==> src/rtl/esc_pkg.sv <==
package esc_pkg;

    // low code of the character range, subtracted on encrypt and added back on decrypt
    localparam logic [15:0] CODE_OFFSET = 16'd31;

    localparam int CFG_IDX_W = 3;

    localparam logic [CFG_IDX_W-1:0] REG_MODULUS        = 3'd0;
    localparam logic [CFG_IDX_W-1:0] REG_GENERATOR      = 3'd1;
    localparam logic [CFG_IDX_W-1:0] REG_DECRYPT_MODE   = 3'd2;
    localparam logic [CFG_IDX_W-1:0] REG_EPHEMERAL_EXP  = 3'd3;
    localparam logic [CFG_IDX_W-1:0] REG_PEER_KEY       = 3'd4;
    localparam logic [CFG_IDX_W-1:0] REG_PRIVATE_KEY    = 3'd5;
    localparam logic [CFG_IDX_W-1:0] REG_SENDER_COMMIT  = 3'd6;

    // what the multipliers work on in one pass
    typedef enum logic [1:0] {
        OP_REDUCE,
        OP_EXP,
        OP_FINAL
    } t_mm_op;

    typedef struct packed {
        logic   load;
        logic   mm_start;
        logic   mm_step;
        logic   latch;
        t_mm_op op;
    } t_dp_cmd;

    typedef struct packed {
        logic err;
    } t_dp_stat;

endpackage

==> src/rtl/esc_modmul.sv <==
module esc_modmul #(
    parameter int W  = 16,
    parameter int LW = 16
) (
    input  logic          i_clk,
    input  logic          i_start,
    input  logic          i_step,
    input  logic [LW-1:0] i_a,
    input  logic [W-1:0]  i_b,
    input  logic [W-1:0]  i_m,
    output logic [W-1:0]  o_prod
);

    logic [LW-1:0] r_a;
    logic [W-1:0]  r_b;
    logic [W-1:0]  r_acc;

    logic [W+1:0]  t0;
    logic [W+1:0]  t1;
    logic [W+1:0]  t2;
    logic [W+1:0]  m_ext;

    // msb-first interleaved multiply: acc = 2*acc + bit*b, stays below 3m before reduction
    always_comb begin
        m_ext = {2'b00, i_m};
        t0    = {1'b0, r_acc, 1'b0} + (r_a[LW-1] ? {2'b00, r_b} : '0);
        t1    = (t0 >= m_ext) ? (t0 - m_ext) : t0;
        t2    = (t1 >= m_ext) ? (t1 - m_ext) : t1;
    end

    always_ff @(posedge i_clk) begin
        if (i_start) begin
            r_a   <= i_a;
            r_b   <= i_b;
            r_acc <= '0;
        end else if (i_step) begin
            r_a   <= {r_a[LW-2:0], 1'b0};
            r_acc <= t2[W-1:0];
        end
    end

    assign o_prod = r_acc;

endmodule

==> src/rtl/esc_datapath.sv <==
module esc_datapath #(
    parameter int W  = 16,
    parameter int LW = 16
) (
    input  logic              i_clk,
    input  esc_pkg::t_dp_cmd  i_cmd,
    output esc_pkg::t_dp_stat o_stat,
    input  logic [W-1:0]      i_modulus,
    input  logic [W-1:0]      i_generator,
    input  logic              i_decrypt_mode,
    input  logic [W-1:0]      i_ephemeral_exponent,
    input  logic [W-1:0]      i_peer_public_key,
    input  logic [W-1:0]      i_private_key,
    input  logic [W-1:0]      i_sender_commitment,
    input  logic [15:0]       i_symbol,
    output logic [15:0]       o_result_value,
    output logic [15:0]       o_companion_key,
    output logic              o_error_flag
);

    import esc_pkg::*;

    logic [LW-1:0] r_sym_op;
    logic [W-1:0]  r_acc1;
    logic [W-1:0]  r_acc2;
    logic [W-1:0]  r_b1;
    logic [W-1:0]  r_b2;
    logic [W-1:0]  r_e1;
    logic [W-1:0]  r_e2;
    logic          r_err;
    logic          r_dec;
    logic [15:0]   r_res;

    logic          n_err;
    logic [W-1:0]  one_w;
    logic [LW-1:0] a0;
    logic [LW-1:0] a1;
    logic [W-1:0]  b0;
    logic [W-1:0]  b1;
    logic [W-1:0]  p0;
    logic [W-1:0]  p1;
    logic [W-1:0]  p2;
    logic [W-1:0]  p3;
    logic [LW-1:0] p0_wide;
    logic [LW-1:0] comp_wide;
    logic [7:0]    dec_code;

    assign one_w = W'(1);

    always_comb begin
        n_err = (i_modulus < W'(2));
        if (i_decrypt_mode) begin
            n_err = n_err || (({1'b0, i_private_key} + (W+1)'(2)) > {1'b0, i_modulus});
        end else begin
            n_err = n_err || (i_symbol < CODE_OFFSET);
        end
    end

    // operand select for the two lanes that change role between passes
    always_comb begin
        case (i_cmd.op)
            OP_REDUCE: begin
                a0 = LW'(r_b1);
                b0 = one_w;
                a1 = LW'(r_b2);
                b1 = one_w;
            end
            OP_EXP: begin
                a0 = LW'(r_acc1);
                b0 = r_b1;
                a1 = LW'(r_b1);
                b1 = r_b1;
            end
            OP_FINAL: begin
                a0 = r_sym_op;
                b0 = r_acc1;
                a1 = LW'(r_b1);
                b1 = r_b1;
            end
            default: begin
                a0 = LW'(r_acc1);
                b0 = r_b1;
                a1 = LW'(r_b1);
                b1 = r_b1;
            end
        endcase
    end

    esc_modmul #(.W(W), .LW(LW)) u_mm0 (
        .i_clk   (i_clk),
        .i_start (i_cmd.mm_start),
        .i_step  (i_cmd.mm_step),
        .i_a     (a0),
        .i_b     (b0),
        .i_m     (i_modulus),
        .o_prod  (p0)
    );

    esc_modmul #(.W(W), .LW(LW)) u_mm1 (
        .i_clk   (i_clk),
        .i_start (i_cmd.mm_start),
        .i_step  (i_cmd.mm_step),
        .i_a     (a1),
        .i_b     (b1),
        .i_m     (i_modulus),
        .o_prod  (p1)
    );

    esc_modmul #(.W(W), .LW(LW)) u_mm2 (
        .i_clk   (i_clk),
        .i_start (i_cmd.mm_start),
        .i_step  (i_cmd.mm_step),
        .i_a     (LW'(r_acc2)),
        .i_b     (r_b2),
        .i_m     (i_modulus),
        .o_prod  (p2)
    );

    esc_modmul #(.W(W), .LW(LW)) u_mm3 (
        .i_clk   (i_clk),
        .i_start (i_cmd.mm_start),
        .i_step  (i_cmd.mm_step),
        .i_a     (LW'(r_b2)),
        .i_b     (r_b2),
        .i_m     (i_modulus),
        .o_prod  (p3)
    );

    assign p0_wide  = LW'(p0);
    assign dec_code = p0[7:0] + CODE_OFFSET[7:0];

    always_ff @(posedge i_clk) begin
        if (i_cmd.load) begin
            r_err <= n_err;
            r_dec <= i_decrypt_mode;
            r_b2  <= i_generator;
            if (i_decrypt_mode) begin
                r_e1     <= i_modulus - one_w - i_private_key;
                r_e2     <= i_private_key;
                r_b1     <= i_sender_commitment;
                r_sym_op <= LW'(i_symbol);
            end else begin
                r_e1     <= i_ephemeral_exponent;
                r_e2     <= i_ephemeral_exponent;
                r_b1     <= i_peer_public_key;
                r_sym_op <= LW'(i_symbol - CODE_OFFSET);
            end
        end else if (i_cmd.latch) begin
            case (i_cmd.op)
                OP_REDUCE: begin
                    r_b1   <= p0;
                    r_b2   <= p1;
                    r_acc1 <= one_w;
                    r_acc2 <= one_w;
                end
                OP_EXP: begin
                    // one exponent bit, lsb first
                    if (r_e1[0]) begin
                        r_acc1 <= p0;
                    end
                    if (r_e2[0]) begin
                        r_acc2 <= p2;
                    end
                    r_b1 <= p1;
                    r_b2 <= p3;
                    r_e1 <= r_e1 >> 1;
                    r_e2 <= r_e2 >> 1;
                end
                OP_FINAL: begin
                    if (r_dec) begin
                        r_res <= {8'h00, dec_code};
                    end else begin
                        r_res <= p0_wide[15:0];
                    end
                end
                default: begin
                    r_res <= r_res;
                end
            endcase
        end
    end

    assign comp_wide       = LW'(r_acc2);
    assign o_stat.err      = r_err;
    assign o_result_value  = r_err ? 16'h0000 : r_res;
    assign o_companion_key = r_err ? 16'h0000 : comp_wide[15:0];
    assign o_error_flag    = r_err;

endmodule

==> src/rtl/esc_ctrl.sv <==
module esc_ctrl #(
    parameter int W  = 16,
    parameter int LW = 16
) (
    input  logic              i_clk,
    input  logic              i_rst_n,
    input  logic              i_start,
    input  esc_pkg::t_dp_stat i_stat,
    output esc_pkg::t_dp_cmd  o_cmd,
    output logic              o_busy,
    output logic              o_valid
);

    import esc_pkg::*;

    localparam int CW = $clog2(LW);
    localparam int BW = $clog2(W);

    typedef enum logic [1:0] {
        S_IDLE,
        S_START,
        S_RUN,
        S_LATCH
    } t_state;

    t_state        r_state;
    t_mm_op        r_phase;
    logic [CW-1:0] r_cnt;
    logic [BW-1:0] r_bit;
    logic          r_valid;

    always_ff @(posedge i_clk) begin
        if (!i_rst_n) begin
            r_state <= S_IDLE;
            r_phase <= OP_REDUCE;
            r_cnt   <= '0;
            r_bit   <= '0;
            r_valid <= 1'b0;
        end else begin
            r_valid <= 1'b0;
            case (r_state)
                S_IDLE: begin
                    if (i_start) begin
                        r_state <= S_START;
                        r_phase <= OP_REDUCE;
                    end
                end
                S_START: begin
                    if (i_stat.err) begin
                        r_state <= S_IDLE;
                        r_valid <= 1'b1;
                    end else begin
                        r_state <= S_RUN;
                        r_cnt   <= '0;
                    end
                end
                S_RUN: begin
                    if (r_cnt == CW'(LW - 1)) begin
                        r_state <= S_LATCH;
                    end else begin
                        r_cnt <= r_cnt + CW'(1);
                    end
                end
                S_LATCH: begin
                    case (r_phase)
                        OP_REDUCE: begin
                            r_phase <= OP_EXP;
                            r_bit   <= '0;
                            r_state <= S_START;
                        end
                        OP_EXP: begin
                            if (r_bit == BW'(W - 1)) begin
                                r_phase <= OP_FINAL;
                            end else begin
                                r_bit <= r_bit + BW'(1);
                            end
                            r_state <= S_START;
                        end
                        OP_FINAL: begin
                            r_state <= S_IDLE;
                            r_valid <= 1'b1;
                        end
                        default: begin
                            r_state <= S_IDLE;
                        end
                    endcase
                end
                default: begin
                    r_state <= S_IDLE;
                end
            endcase
        end
    end

    always_comb begin
        o_cmd.load     = (r_state == S_IDLE) && i_start;
        o_cmd.mm_start = (r_state == S_START) && !i_stat.err;
        o_cmd.mm_step  = (r_state == S_RUN);
        o_cmd.latch    = (r_state == S_LATCH);
        o_cmd.op       = r_phase;
    end

    assign o_busy  = (r_state != S_IDLE);
    assign o_valid = r_valid;

endmodule

==> src/rtl/elgamal_symbol_cipher.sv <==
// ElGamal cipher over a small prime modulus, one symbol per command. Pulse i_start
// with o_busy low to hand in a symbol; the result beat shows on the o_ ports for
// exactly one cycle with o_valid high and cannot be held off, so the receiver must
// take it then. Encrypt gives the ciphertext and r = generator^k mod P; decrypt gives
// the character code in the low 8 bits and the own public key. A symbol runs a reduce
// pass, an exponent pass for each of the MOD_WIDTH exponent bits and a final pass,
// each starting, stepping and latching the multipliers. Every modular product runs
// through a bit-serial interleaved multiplier at one operand bit per cycle, four of
// them in parallel. Error items (encrypt code below 31, decrypt private key above P-2,
// modulus below 2) finish in the start state without a multiplier pass. A new symbol
// may be started in the cycle that o_valid is shown. The user must write configuration
// through i_cfg_we/i_cfg_index/i_cfg_wdata while o_busy is low; it is not enforced.
module elgamal_symbol_cipher #(
    parameter int MOD_WIDTH = 16
) (
    input  logic                         i_clk,
    input  logic                         i_rst_n,
    input  logic                         i_start,
    output logic                         o_busy,
    input  logic [15:0]                  i_symbol,
    output logic                         o_valid,
    output logic [15:0]                  o_result_value,
    output logic [15:0]                  o_companion_key,
    output logic                         o_error_flag,
    input  logic                         i_cfg_we,
    input  logic [esc_pkg::CFG_IDX_W-1:0] i_cfg_index,
    input  logic [MOD_WIDTH-1:0]         i_cfg_wdata
);

    import esc_pkg::*;

    localparam int W  = MOD_WIDTH;
    localparam int LW = (MOD_WIDTH > 16) ? MOD_WIDTH : 16;

    logic [W-1:0] r_modulus;
    logic [W-1:0] r_generator;
    logic         r_decrypt_mode;
    logic [W-1:0] r_ephemeral_exponent;
    logic [W-1:0] r_peer_public_key;
    logic [W-1:0] r_private_key;
    logic [W-1:0] r_sender_commitment;

    t_dp_cmd  cmd;
    t_dp_stat stat;

    always_ff @(posedge i_clk) begin
        if (!i_rst_n) begin
            r_modulus            <= W'(211);
            r_generator          <= W'(2);
            r_decrypt_mode       <= 1'b0;
            r_ephemeral_exponent <= W'(1);
            r_peer_public_key    <= W'(1);
            r_private_key        <= W'(1);
            r_sender_commitment  <= W'(1);
        end else if (i_cfg_we) begin
            case (i_cfg_index)
                REG_MODULUS:       r_modulus            <= i_cfg_wdata;
                REG_GENERATOR:     r_generator          <= i_cfg_wdata;
                REG_DECRYPT_MODE:  r_decrypt_mode       <= i_cfg_wdata[0];
                REG_EPHEMERAL_EXP: r_ephemeral_exponent <= i_cfg_wdata;
                REG_PEER_KEY:      r_peer_public_key    <= i_cfg_wdata;
                REG_PRIVATE_KEY:   r_private_key        <= i_cfg_wdata;
                REG_SENDER_COMMIT: r_sender_commitment  <= i_cfg_wdata;
                default: begin
                    r_modulus <= r_modulus;
                end
            endcase
        end
    end

    esc_ctrl #(.W(W), .LW(LW)) u_ctrl (
        .i_clk   (i_clk),
        .i_rst_n (i_rst_n),
        .i_start (i_start),
        .i_stat  (stat),
        .o_cmd   (cmd),
        .o_busy  (o_busy),
        .o_valid (o_valid)
    );

    esc_datapath #(.W(W), .LW(LW)) u_dp (
        .i_clk                (i_clk),
        .i_cmd                (cmd),
        .o_stat               (stat),
        .i_modulus            (r_modulus),
        .i_generator          (r_generator),
        .i_decrypt_mode       (r_decrypt_mode),
        .i_ephemeral_exponent (r_ephemeral_exponent),
        .i_peer_public_key    (r_peer_public_key),
        .i_private_key        (r_private_key),
        .i_sender_commitment  (r_sender_commitment),
        .i_symbol             (i_symbol),
        .o_result_value       (o_result_value),
        .o_companion_key      (o_companion_key),
        .o_error_flag         (o_error_flag)
    );

`ifndef SYNTHESIS
    a_valid_when_idle : assert property (@(posedge i_clk) disable iff (!i_rst_n)
        o_valid |-> !o_busy)
        else $error("result beat while busy");

    a_accept_goes_busy : assert property (@(posedge i_clk) disable iff (!i_rst_n)
        (i_start && !o_busy) |=> o_busy)
        else $error("accepted symbol did not start work");

    a_single_beat : assert property (@(posedge i_clk) disable iff (!i_rst_n)
        o_valid |=> !o_valid)
        else $error("two result beats in a row");

    a_error_zeroes : assert property (@(posedge i_clk) disable iff (!i_rst_n)
        (o_valid && o_error_flag) |-> (o_result_value == 16'h0000 &&
                                       o_companion_key == 16'h0000))
        else $error("error beat carries data");
`endif

endmodule
==> config.mk <==
export PLATFORM = sky130hd
export DESIGN_NAME = elgamal_symbol_cipher
export DESIGN_NICKNAME = d
export VERILOG_FILES = /design/src/rtl/esc_pkg.sv /design/src/rtl/esc_modmul.sv /design/src/rtl/esc_datapath.sv /design/src/rtl/esc_ctrl.sv /design/src/rtl/elgamal_symbol_cipher.sv
export SDC_FILE = /design/constraint.sdc
export NUM_CORES = 1
export LEC_CHECK = 0
export ABC_AREA = 1
export ABC_CLOCK_PERIOD_IN_PS = 7230
export CORE_MARGIN = 1
export CORE_UTILIZATION = 64
export CTS_CLUSTER_SIZE = 30
export DETAILED_ROUTE_END_ITERATION = 16
export DONT_BUFFER_PORTS = 1
export MAX_ROUTING_LAYER = met4
export PLACE_DENSITY = 0.82
export SYNTH_ARGS = -nofsm -noshare
export SYNTH_HDL_FRONTEND = slang
export SYNTH_HIERARCHICAL = 1
export SYNTH_SLANG_ARGS = --single-unit
==> constraint.sdc <==
create_clock -name i_clk -period 7.23 [get_ports i_clk]
set_input_delay 0 -clock i_clk [delete_from_list [all_inputs] [get_ports i_clk]]
set_output_delay 0 -clock i_clk [all_outputs]
set_load 0.05 [all_outputs]
### Word-level counts from Yosys, hierarchy flattened

Index checks and enable logic that the tools add are counted.

* add/subtract/negate cells: 19
* muxes and demuxes: 64
* bitwise gates (word level): 1
* $lt $le $gt $ge: 11
* reduce and logical (&&, ||, !) cells: 33
* equality and inequality tests: 22

Operators by type and width (count)
* $mux 16: 35
* $pmux 16 s2: 6
* $ge 18x16->1: 8
* $sub 16x16->16: 5
* $mux 18: 4
* $sub 18x16->18: 4
* $add 17x18->18: 3
* $reduce_and 2->1: 10
* $add 17x16->18: 1
* $add 16x2->17 const B: 1
* $gt 17x16->1: 1
* $lt 16x2->1 const B: 1
* $lt 16x5->1 const B: 1
* $pmux 4 s2: 2
* $sub 16x1->16 const B: 1
* $sub 16x5->16 const B: 1
* $reduce_bool 2->1: 7
* $mux 4: 3
* $reduce_and 4->1: 3
* $mux 2: 5
* $ne 2x2->1 const B: 5
* $eq 3x3->1 const B: 3
* $reduce_and 3->1: 3
* $add 4x1->4 const B: 2
* other kinds (22): 35

* input port bits: 39
* word-level logic and storage cells: 184
* bits in registers: 416
* output and inout port bits: 35

### Logic depth before layout (Yosys ltp)

Gate-level depths: netlist of the first run.

* depth after elaboration: 6
* gate-level depth with buffers: 46
* mapped depth without buffers: 41

### Modules after synthesis

The synthesis of the first run kept the hierarchy.

Modules (own cells, without submodules)
* esc_modmul (u_dp.u_mm0 ...): instances 2, cells an instance 724, area an instance 4834.6 um2, sequential area each 1281.2 um2
* esc_datapath: instances 1, cells an instance 1111, area an instance 8640.8 um2, sequential area each 3903.7 um2
* esc_modmul (u_dp.u_mm3): instances 1, cells an instance 702, area an instance 4720.8 um2, sequential area each 1281.2 um2
* esc_modmul (u_dp.u_mm2): instances 1, cells an instance 694, area an instance 4705.8 um2, sequential area each 1281.2 um2
* elgamal_symbol_cipher: instances 1, cells an instance 547, area an instance 3932.5 um2, sequential area each 1941.9 um2
* esc_ctrl: instances 1, cells an instance 93, area an instance 663.1 um2, sequential area each 260.2 um2

### Worst setup path before layout of the first run

No wires, ideal clock.

* path type: reg-to-reg
* start: register u_dp.u_mm3.r_a[15]
* end: register u_dp.u_mm3.r_acc[6], in the netlist u_dp/u_mm3/o_prod[6]
* stages on the path, launching flop included: 44
* clock period less this slack: 5740 ps
* slack: 1490 ps
* arrival: 5627 ps
* path through: edfxtp_1 -> clkbuf_1 -> clkbuf_1 -> nand2_1 -> inv_1 -> ha_1 -> inv_1 -> fa_1 -> o21ai_1 -> nand2_1 -> nand2_1 -> inv_1 -> o21bai_1 -> nand2_1 -> nand2_1 -> nand2_1 -> nand2_1 -> inv_1 -> [8 not listed] -> nand2_1 -> ha_1 -> fa_1 -> o21ai_0 -> nand2_1 -> nand2_1 -> nand2_1 -> nand2_1 -> nand2_1 -> nand2_1 -> nand2_1 -> nand2_1 -> a21oi_4 -> nand3_4 -> buf_6 -> nand2_1 -> nand3_1 -> nand2_1

* cells in the longest elaborated chain, start to end: 6
* elaborated cells between the ends (all ways): 8
* classes of those cells: 3 x add/sub; 2 x order compare; 3 x mux

Ends and longest elaborated chain
* start: declaration: RTL line esc_modmul.sv:14 `logic [LW-1:0] r_a;`
* start signal: assignment: RTL line esc_modmul.sv:33 `r_a <= i_a;`
* start signal: assignment: RTL line esc_modmul.sv:37 `r_a <= {r_a[LW-2:0], 1'b0};`
* $mux 16 (*): RTL line esc_modmul.sv:26 `t0 = {1'b0, r_acc, 1'b0} + (r_a[LW-1] ? {2'b00, r_b} : '0);`
* $add 17x18->18 (*): RTL line esc_modmul.sv:26
* $sub 18x16->18 / $ge 18x16->1 (equally long branches): RTL line esc_modmul.sv:27 `t1 = (t0 >= m_ext) ? (t0 - m_ext) : t0;`
* $mux 18 (*): RTL line esc_modmul.sv:27
* $sub 16x16->16 / $ge 18x16->1 (equally long branches): RTL line esc_modmul.sv:28 `t2 = (t1 >= m_ext) ? (t1 - m_ext) : t1;`
* $mux 16 (*): RTL line esc_modmul.sv:28
* end signal: assignment: RTL line esc_modmul.sv:38 `r_acc <= t2[W-1:0];`
* end: declaration: RTL line esc_modmul.sv:16 `logic [W-1:0] r_acc;`

Every way passes the cells marked *; elsewhere a longest branch is shown, timed or not.
A chain may end at the register's enable or synchronous reset.

### Worst setup path in the final report of the first run

* start: register u_dp.u_mm3.r_a[15]
* end: register u_dp.u_mm3.r_acc[8], in the netlist u_dp/u_mm3/o_prod[8]

The elaborated chain is that of the path after synthesis.

==> results of run 1 <==
-- per-layer routing --
| metal | up-vias | GRT usage [%] | wire, µm | part of all wire (%) |
|---|---|---|---|---|
| li1 | 14899 | - | - | - |
| met1 | 14402 | 54.11 | 42370 | 41 |
| met2 | 1686 | 60.52 | 44250 | 43 |
| met3 | 332 | 7.581 | 11160 | 11 |
| met4 | 0 | 20.77 | 5922 | 5.7 |
| met5 | - | - | 0 | 0 |
-- cell families after synthesis --
family | count (synthesis) | share of synthesized area (%)
AND/OR/NAND/NOR | 2391 | 31.21
flip-flops | 432 | 34.74
AO/OA/AOI/OAI | 567 | 10.04
buffers and inverters | 791 | 9.752
adder cells (fa/ha/maj) | 236 | 9.435
XOR/XNOR | 178 | 4.822
-- cell type report --
cell class / count / area share (%)
clock buffer: 57 / 3.283
clock inverter: 17 / 0.5299
antenna: 2 / 0.01432
multi-input combinational: 3373 / 51.44
tap: 672 / 2.406
timing repair buffer: 118 / 3.108
sequential: 432 / 32.14
inverter: 658 / 7.078
-- metrics by stage --
stage	utilization [%]	hold slack [ns]	area, µm²	std cells	setup slack (ns)
2_1_floorplan	-	0.1132	32330	4595	1.490
3_3_place_gp	65.58	0.1168	32770	5168	0.8315
3_5_place_dp	65.58	0.1230	32770	5168	0.7506
4_1_cts	69.74	0.004571	34850	5315	0.7344
5_1_grt	69.94	0.05331	34950	5329	0.07320
6_report	69.94	0.009580	34950	5329	0.7392
-- tightest hold or removal path: stages --
cell	delay, ns
nor2_1	0.02
nand2_1	0.07
nor2_1	0.07
nand2_1	0.09
nand2_1	0.06
inv_1	0.05
nand2_1	0.04
-- power by group through the flow --
stage | sequential [µW] | combinational (µW) | clock (µW)
floorplan | 3180 | 8340 | 0
global placement | 3350 | 10600 | 0
detailed placement | 3360 | 10600 | 0
CTS | 3300 | 10700 | 2180
global route | 3330 | 12400 | 2270
finish | 3320 | 11200 | 2170
-- path summary, 6_finish.rpt --
path                         startpoint                     to  slack, ns  depth (start not counted)
setup / recovery     u_dp/u_mm3/r_a[15]   u_dp/u_mm3/o_prod[8]       0.74                         37
hold / removal             i_symbol[10]      u_dp/o_error_flag       0.01                          7
setup reg to reg     u_dp/u_mm3/r_a[15]   u_dp/u_mm3/o_prod[8]       0.74                         37
hold reg to reg   r_peer_public_key[15]  r_peer_public_key[15]       0.48                          2
-- what timing repair did --
action,in CTS,in global routing
hold buffers,73,0
buffers inserted,0,11
hold endpoints to repair,127,0
setup endpoints to repair,0,35
resized for setup,0,1
-- synth_stat cells (8+ instances only) --
| cell | instances |
|---|---|
| nand2_1 | 1360 |
| a21oi_1 | 220 |
| a21o_1 | 14 |
| nor2_2 | 8 |
| dfxtp_1 | 174 |
| buf_1 | 9 |
| fa_1 | 13 |
| nand3b_1 | 21 |
| nand4_1 | 54 |
| o22ai_1 | 32 |
| nand2_2 | 23 |
| ha_1 | 223 |
| inv_2 | 21 |
| buf_2 | 38 |
| nor2_4 | 13 |
| o221ai_1 | 16 |
| nor2_1 | 526 |
| xnor2_1 | 73 |
| a31oi_1 | 40 |
| xor2_1 | 105 |
| o21ai_0 | 163 |
| nand3_1 | 312 |
| nor3_1 | 31 |
| edfxtp_1 | 258 |
| buf_6 | 15 |
| inv_1 | 636 |
| o21bai_1 | 27 |
| clkbuf_1 | 65 |
| o21ai_1 | 20 |
==> results by group, run 1 <==
Status
  • Status: completed

Drt
  • Vias/cell: 5.877
  • Routed WL: 103.7 mm
  • Routed WL per cell: 19.46 µm
  • Pre-Repair DR Iteration Count: 6
  • Antenna-violating nets left: 0
  • Iter 0 DRT Violations: 3,771
  • Via Count: 31,319
  • # DRC: 0

Final layout
  • Nets: 4,900
  • Most frequent cells in the layout: 1,360 x nand2_1, 633 x inv_1, 525 x nor2_1
  • Area delta synth->final: 8.084%
  • Storage element area: 11,230 µm²
  • Commonest non-fill, non-tap cell in the layout: nand2_1
  • Area taken by multi-input logic gates: 17,980 µm²
  • Fill cells: 4,317
  • Share of cells above drive strength 1: 4.640%

Pwr
  • Cell-internal power: 8117 µW
  • Net Sw Frac: 51.33%
  • Switching pwr: 8562 µW
  • Cell Pwr Density: 477.3 nW/µm²
  • Pwr Total: 16,680 µW
  • Clk pwr share: 13.0%
  • Logic pwr share: 67.1%
  • Flop pwr share: 19.9%
  • Lkg Pwr: 0.01693 µW
  • Worst vdd ir: 0.0005250 V

CTS
  • CTS max path bufs: 3
  • Clock tree from TritonCTS: done
  • Clk sinks: 432
  • CTS root buf: clkbuf_16
  • Clock slew at reported path FFs: 0.06 ns
  • Num CTS Buffers: 42
  • H-tree levels: 2
  • Clock Latency Late Sink: 0.57 ns

Synth
  • Syn nets: 4,870
  • Synth cell types: 58
  • Sequential fraction of the synthesis area: 34.74%
  • Cells after Synth: 4,595
  • Synth Warn #: 6
  • Post-Syn Area: 32,330 µm²
  • Post-synth top area cell: edfxtp_1
  • Synthesized area per cell: 7.036 µm²
  • Synth Register Bits: 432
  • Post-synth EDFFs: 258
  • Synth Flop Type: edfxtp_1
  • Area contributors post-synth: edfxtp_1 24%, nand2_1 16%, dfxtp_1 11%
  • Synth top area share: 23.96%
  • Synth async-reset ratio: 0%

Critical path
  • Critical path buffer and inverter count: 4
  • Crit-path max FO: 35
  • CP max stage delay: 0.50 ns
  • Cell mode on critical path: nand2_1
  • Top delay family on crit path: simple AND/OR/NAND/NOR gates
  • CP required: 7.74 ns
  • CP max stage cell: edfxtp_1
  • Startpoint types: flop
  • WP data arrival: 7.00 ns
  • Critical Path End Type: flop
  • Critical path type: flop to flop

STA
  • Endpoints failing setup: 0
  • RSZ-0062 raised after global routing: no
  • Final count of hold timing violations: 0
  • Number of max-slew violations in the final report: 0
  • Tcrit/Tclk final: 89.78%
  • Worst-margin pin slew: 1.192 ns
  • Fmax: 154.1 MHz
  • Clock skew: 0.02813 ns
  • Setup TNS: 0 ns
  • Period minus WS final: 6.491 ns
  • Slew HR: 20.46%

Place
  • Dpl hpwl: 77.51 mm
  • Port bufs: 0
  • Placer Congestion: 1.110

GRT
  • Global-route wire length before repair: 157.2 mm
  • Largest net degree at the start of global routing: 102
  • Antenna violations before repair: 2
  • Congestion Overflow GR: 0
  • Number of global-route vias before repair: 28,680
  • GRT Total Usage: 41.13%

Min path
  • Hold Crit Class: primary input to flop

Floorplanning
  • Die H: 226.8 µm
  • Die ar.: 51,420 µm²
  • Die extent in x: 226.8 µm
  • Starting density of the core: 64.71%
  • Row count: 82
  • Num ports: 74
  • Core Area: 49,970 µm²

Run
  • Max-cap violation count: 0
No activity file was read; power rests on OpenSTA's default activity.
==> inputs of run 2 (changes only) <==
--- a/config.mk
+++ b/config.mk
@@ -7,14 +7,15 @@
 export LEC_CHECK = 0
 export ABC_AREA = 1
 export ABC_CLOCK_PERIOD_IN_PS = 7230
+export CELL_PAD_IN_SITES_DETAIL_PLACEMENT = 1
+export CELL_PAD_IN_SITES_GLOBAL_PLACEMENT = 1
 export CORE_MARGIN = 1
-export CORE_UTILIZATION = 64
+export CORE_UTILIZATION = 48
 export CTS_CLUSTER_SIZE = 30
 export DETAILED_ROUTE_END_ITERATION = 16
 export DONT_BUFFER_PORTS = 1
 export MAX_ROUTING_LAYER = met4
-export PLACE_DENSITY = 0.82
+export PLACE_DENSITY = 0.83
 export SYNTH_ARGS = -nofsm -noshare
 export SYNTH_HDL_FRONTEND = slang
-export SYNTH_HIERARCHICAL = 1
 export SYNTH_SLANG_ARGS = --single-unit
==> results by group, run 2 <==
Status
  • Status: completed

Place
  • Placer Congestion: 0.9413
  • Dpl hpwl: 81.82 mm
  • Port bufs: 0

Drt
  • Iter 0 DRT Violations: 2,270
  • Via Count: 29,381
  • Antenna-violating nets left: 0
  • Routed WL: 113.5 mm
  • # DRC: 0
  • Routed WL per cell: 22.21 µm
  • Pre-Repair DR Iteration Count: 5
  • Vias/cell: 5.751

Final layout
  • Most frequent cells in the layout: 1,104 x nand2_1, 501 x inv_1, 483 x nor2_1
  • Nets: 4,507
  • Area delta synth->final: 10.20%
  • Finished Core Util: 53.67%
  • Share of cells above drive strength 1: 4.855%
  • Commonest non-fill, non-tap cell in the layout: nand2_1
  • Fill cells: 8,023

Floorplanning
  • Die ar.: 63,850 µm²
  • Core Area: 61,940 µm²
  • Row count: 91
  • Num ports: 74
  • Starting density of the core: 48.70%
  • Die H: 252.7 µm
  • Die extent in x: 252.7 µm

Critical path
  • Crit-path max FO: 29
  • Critical path type: flop to flop
  • R2R Path Start: u_dp.u_mm0.o_prod[1]
  • Critical path launch point: u_dp.u_mm0.o_prod[1]
  • CP required: 7.70 ns
  • Top delay family on crit path: simple AND/OR/NAND/NOR gates
  • Reg2reg path depth: 36
  • WP depth: 36
  • Worst setup endpoint: u_dp.u_mm0.o_prod[3]
  • Critical Path End Type: flop
  • Cell mode on critical path: nand2_1
  • CP max stage cell: dfxtp_1
  • Critical path buffer and inverter count: 4
  • CP max stage delay: 0.63 ns
  • Startpoint types: flop
  • WP data arrival: 7.13 ns
  • Reg2Reg Setup Slack: 0.57 ns
  • Crit Reg-Reg Endpoint: u_dp.u_mm0.o_prod[3]

Synth
  • Sequential fraction of the synthesis area: 35.64%
  • Most common cell in the netlist: nand2_1
  • Synth async-reset ratio: 0%
  • Synth cell types: 57
  • Cells after Synth: 4,194
  • Synth Warn #: 0
  • Synth top area share: 24.09%
  • Post-Syn Area: 30,160 µm²
  • Post-synth EDFFs: 242
  • Post-synth top area cell: edfxtp_1
  • Area contributors post-synth: edfxtp_1 24%, nand2_1 14%, dfxtp_1 12%
  • Synthesized area per cell: 7.192 µm²
  • Syn nets: 4,473
  • Synth Register Bits: 416
  • Synth Flop Type: edfxtp_1
  • Post-synth top cells: 1,105 x nand2_1, 505 x inv_1, 490 x nor2_1, 295 x a21oi_1, 267 x o21ai_0

STA
  • Slew HR: 24.64%
  • Min Hold Slack: 0.08461 ns
  • Clock skew: 0.03047 ns
  • Setup TNS: 0 ns
  • Final count of hold timing violations: 0
  • Period minus WS final: 6.657 ns
  • Endpoints failing setup: 0
  • Worst-margin pin slew: 1.129 ns
  • Number of max-slew violations in the final report: 0
  • Fmax: 150.2 MHz
  • Tcrit/Tclk final: 92.07%
  • RSZ-0062 raised after global routing: no

GRT
  • Global-route wire length before repair: 170.2 mm
  • Largest net degree at the start of global routing: 103
  • GRT Total Usage: 35.87%
  • Congestion Overflow GR: 0
  • Antenna violations before repair: 8
  • Number of global-route vias before repair: 29,456

CTS
  • Clk sinks: 416
  • Clock Latency Late Sink: 0.61 ns
  • H-tree levels: 2
  • Clock tree from TritonCTS: done
  • Num CTS Buffers: 45
  • CTS max path bufs: 3
  • CTS root buf: clkbuf_16
  • Clock slew at reported path FFs: 0.07 ns

Run
  • Max-cap violation count: 0

Min path
  • Hold Crit Class: primary input to flop
==> run 2: layout make-up <==
type | count | area, µm² | area share (%)
repair buffers | 116 | 1044 | 3.139
inverters | 518 | 1944 | 5.849
diodes | 8 | 20.02 | 0.06022
flip-flops and latches | 416 | 10750 | 32.34
clock buffers | 59 | 1199 | 3.606
multi-input cells | 3131 | 16960 | 51.01
clock inverters | 24 | 279.0 | 0.8394
well taps | 837 | 1047 | 3.150
==> run 2: kinds of logic (layout without fill, tap and decap cells) <==
family	count (synthesis)	after routing	synth area share [%]
other	0	8	0
adders and majority gates	240	240	10.28
DFF	416	416	35.64
and+or+nand+nor	1972	1972	27.02
xor gates and xnor gates	184	184	5.343
buffers and inverters	647	717	8.300
AOI/OAI and AO/OA	735	735	13.41
==> run 2: how the worst min path moves through the flow <==
| stage | startpoint | endpoint | slack [ns] | depth (start not counted) |
|---|---|---|---|---|
| floorplan | i_cfg_wdata[0] | r_ephemeral_exponent[0] | 0.13 | 2 |
| CTS | i_cfg_wdata[0] | r_ephemeral_exponent[0] | 0.05 | 3 |
| global placement | i_rst_n | r_ephemeral_exponent[0] | 0.1 | 1 |
| finish | i_cfg_wdata[0] | r_ephemeral_exponent[0] | 0.08 | 3 |
| detailed placement | i_rst_n | r_generator[1] | 0.10 | 1 |
| global route | i_cfg_wdata[0] | r_ephemeral_exponent[0] | 0.09 | 3 |
==> run 2: layer usage <==
layer	up-vias	share of wire (%)	track usage, %
li1	13892	-	-
met1	14225	42	43.85
met2	1000	47	58.96
met3	264	6.7	5.870
met4	0	4.3	14.29
met5	-	0	-
==> run 2: worst register-to-register path, delay by kind of cell, from the launching register on <==
kind / cells / cell delay, ns
xor+xnor: 1 / 0.25
compound gates: 6 / 1.13
simple gates: 21 / 2.34
flops: 1 / 0.63
fa+ha+maj: 4 / 1.31
buf+inv: 4 / 0.85
==> run 2: what timing repair did <==
action                     4_1_cts  5_1_grt
gates resized for setup          0        2
hold endpoints to repair       127        0
buffers inserted                 0       10
hold buffers                    62        0
setup endpoints to repair        0       32
==> run 2: through the flow <==
| stage | std cells | setup WS, ns | cell area, µm² |
|---|---|---|---|
| 2_1_floorplan | 4194 | 1.521 | 30160 |
| 3_3_place_gp | 4946 | 0.7382 | 31020 |
| 3_5_place_dp | 4946 | 0.4171 | 31020 |
| 4_1_cts | 5091 | 0.2542 | 33140 |
| 5_1_grt | 5107 | 0.01326 | 33240 |
| 6_report | 5109 | 0.5734 | 33240 |
Power of run 2 is not shown: default switching activity piles up to over one toggle a cycle in this logic, so the estimate is an artifact.
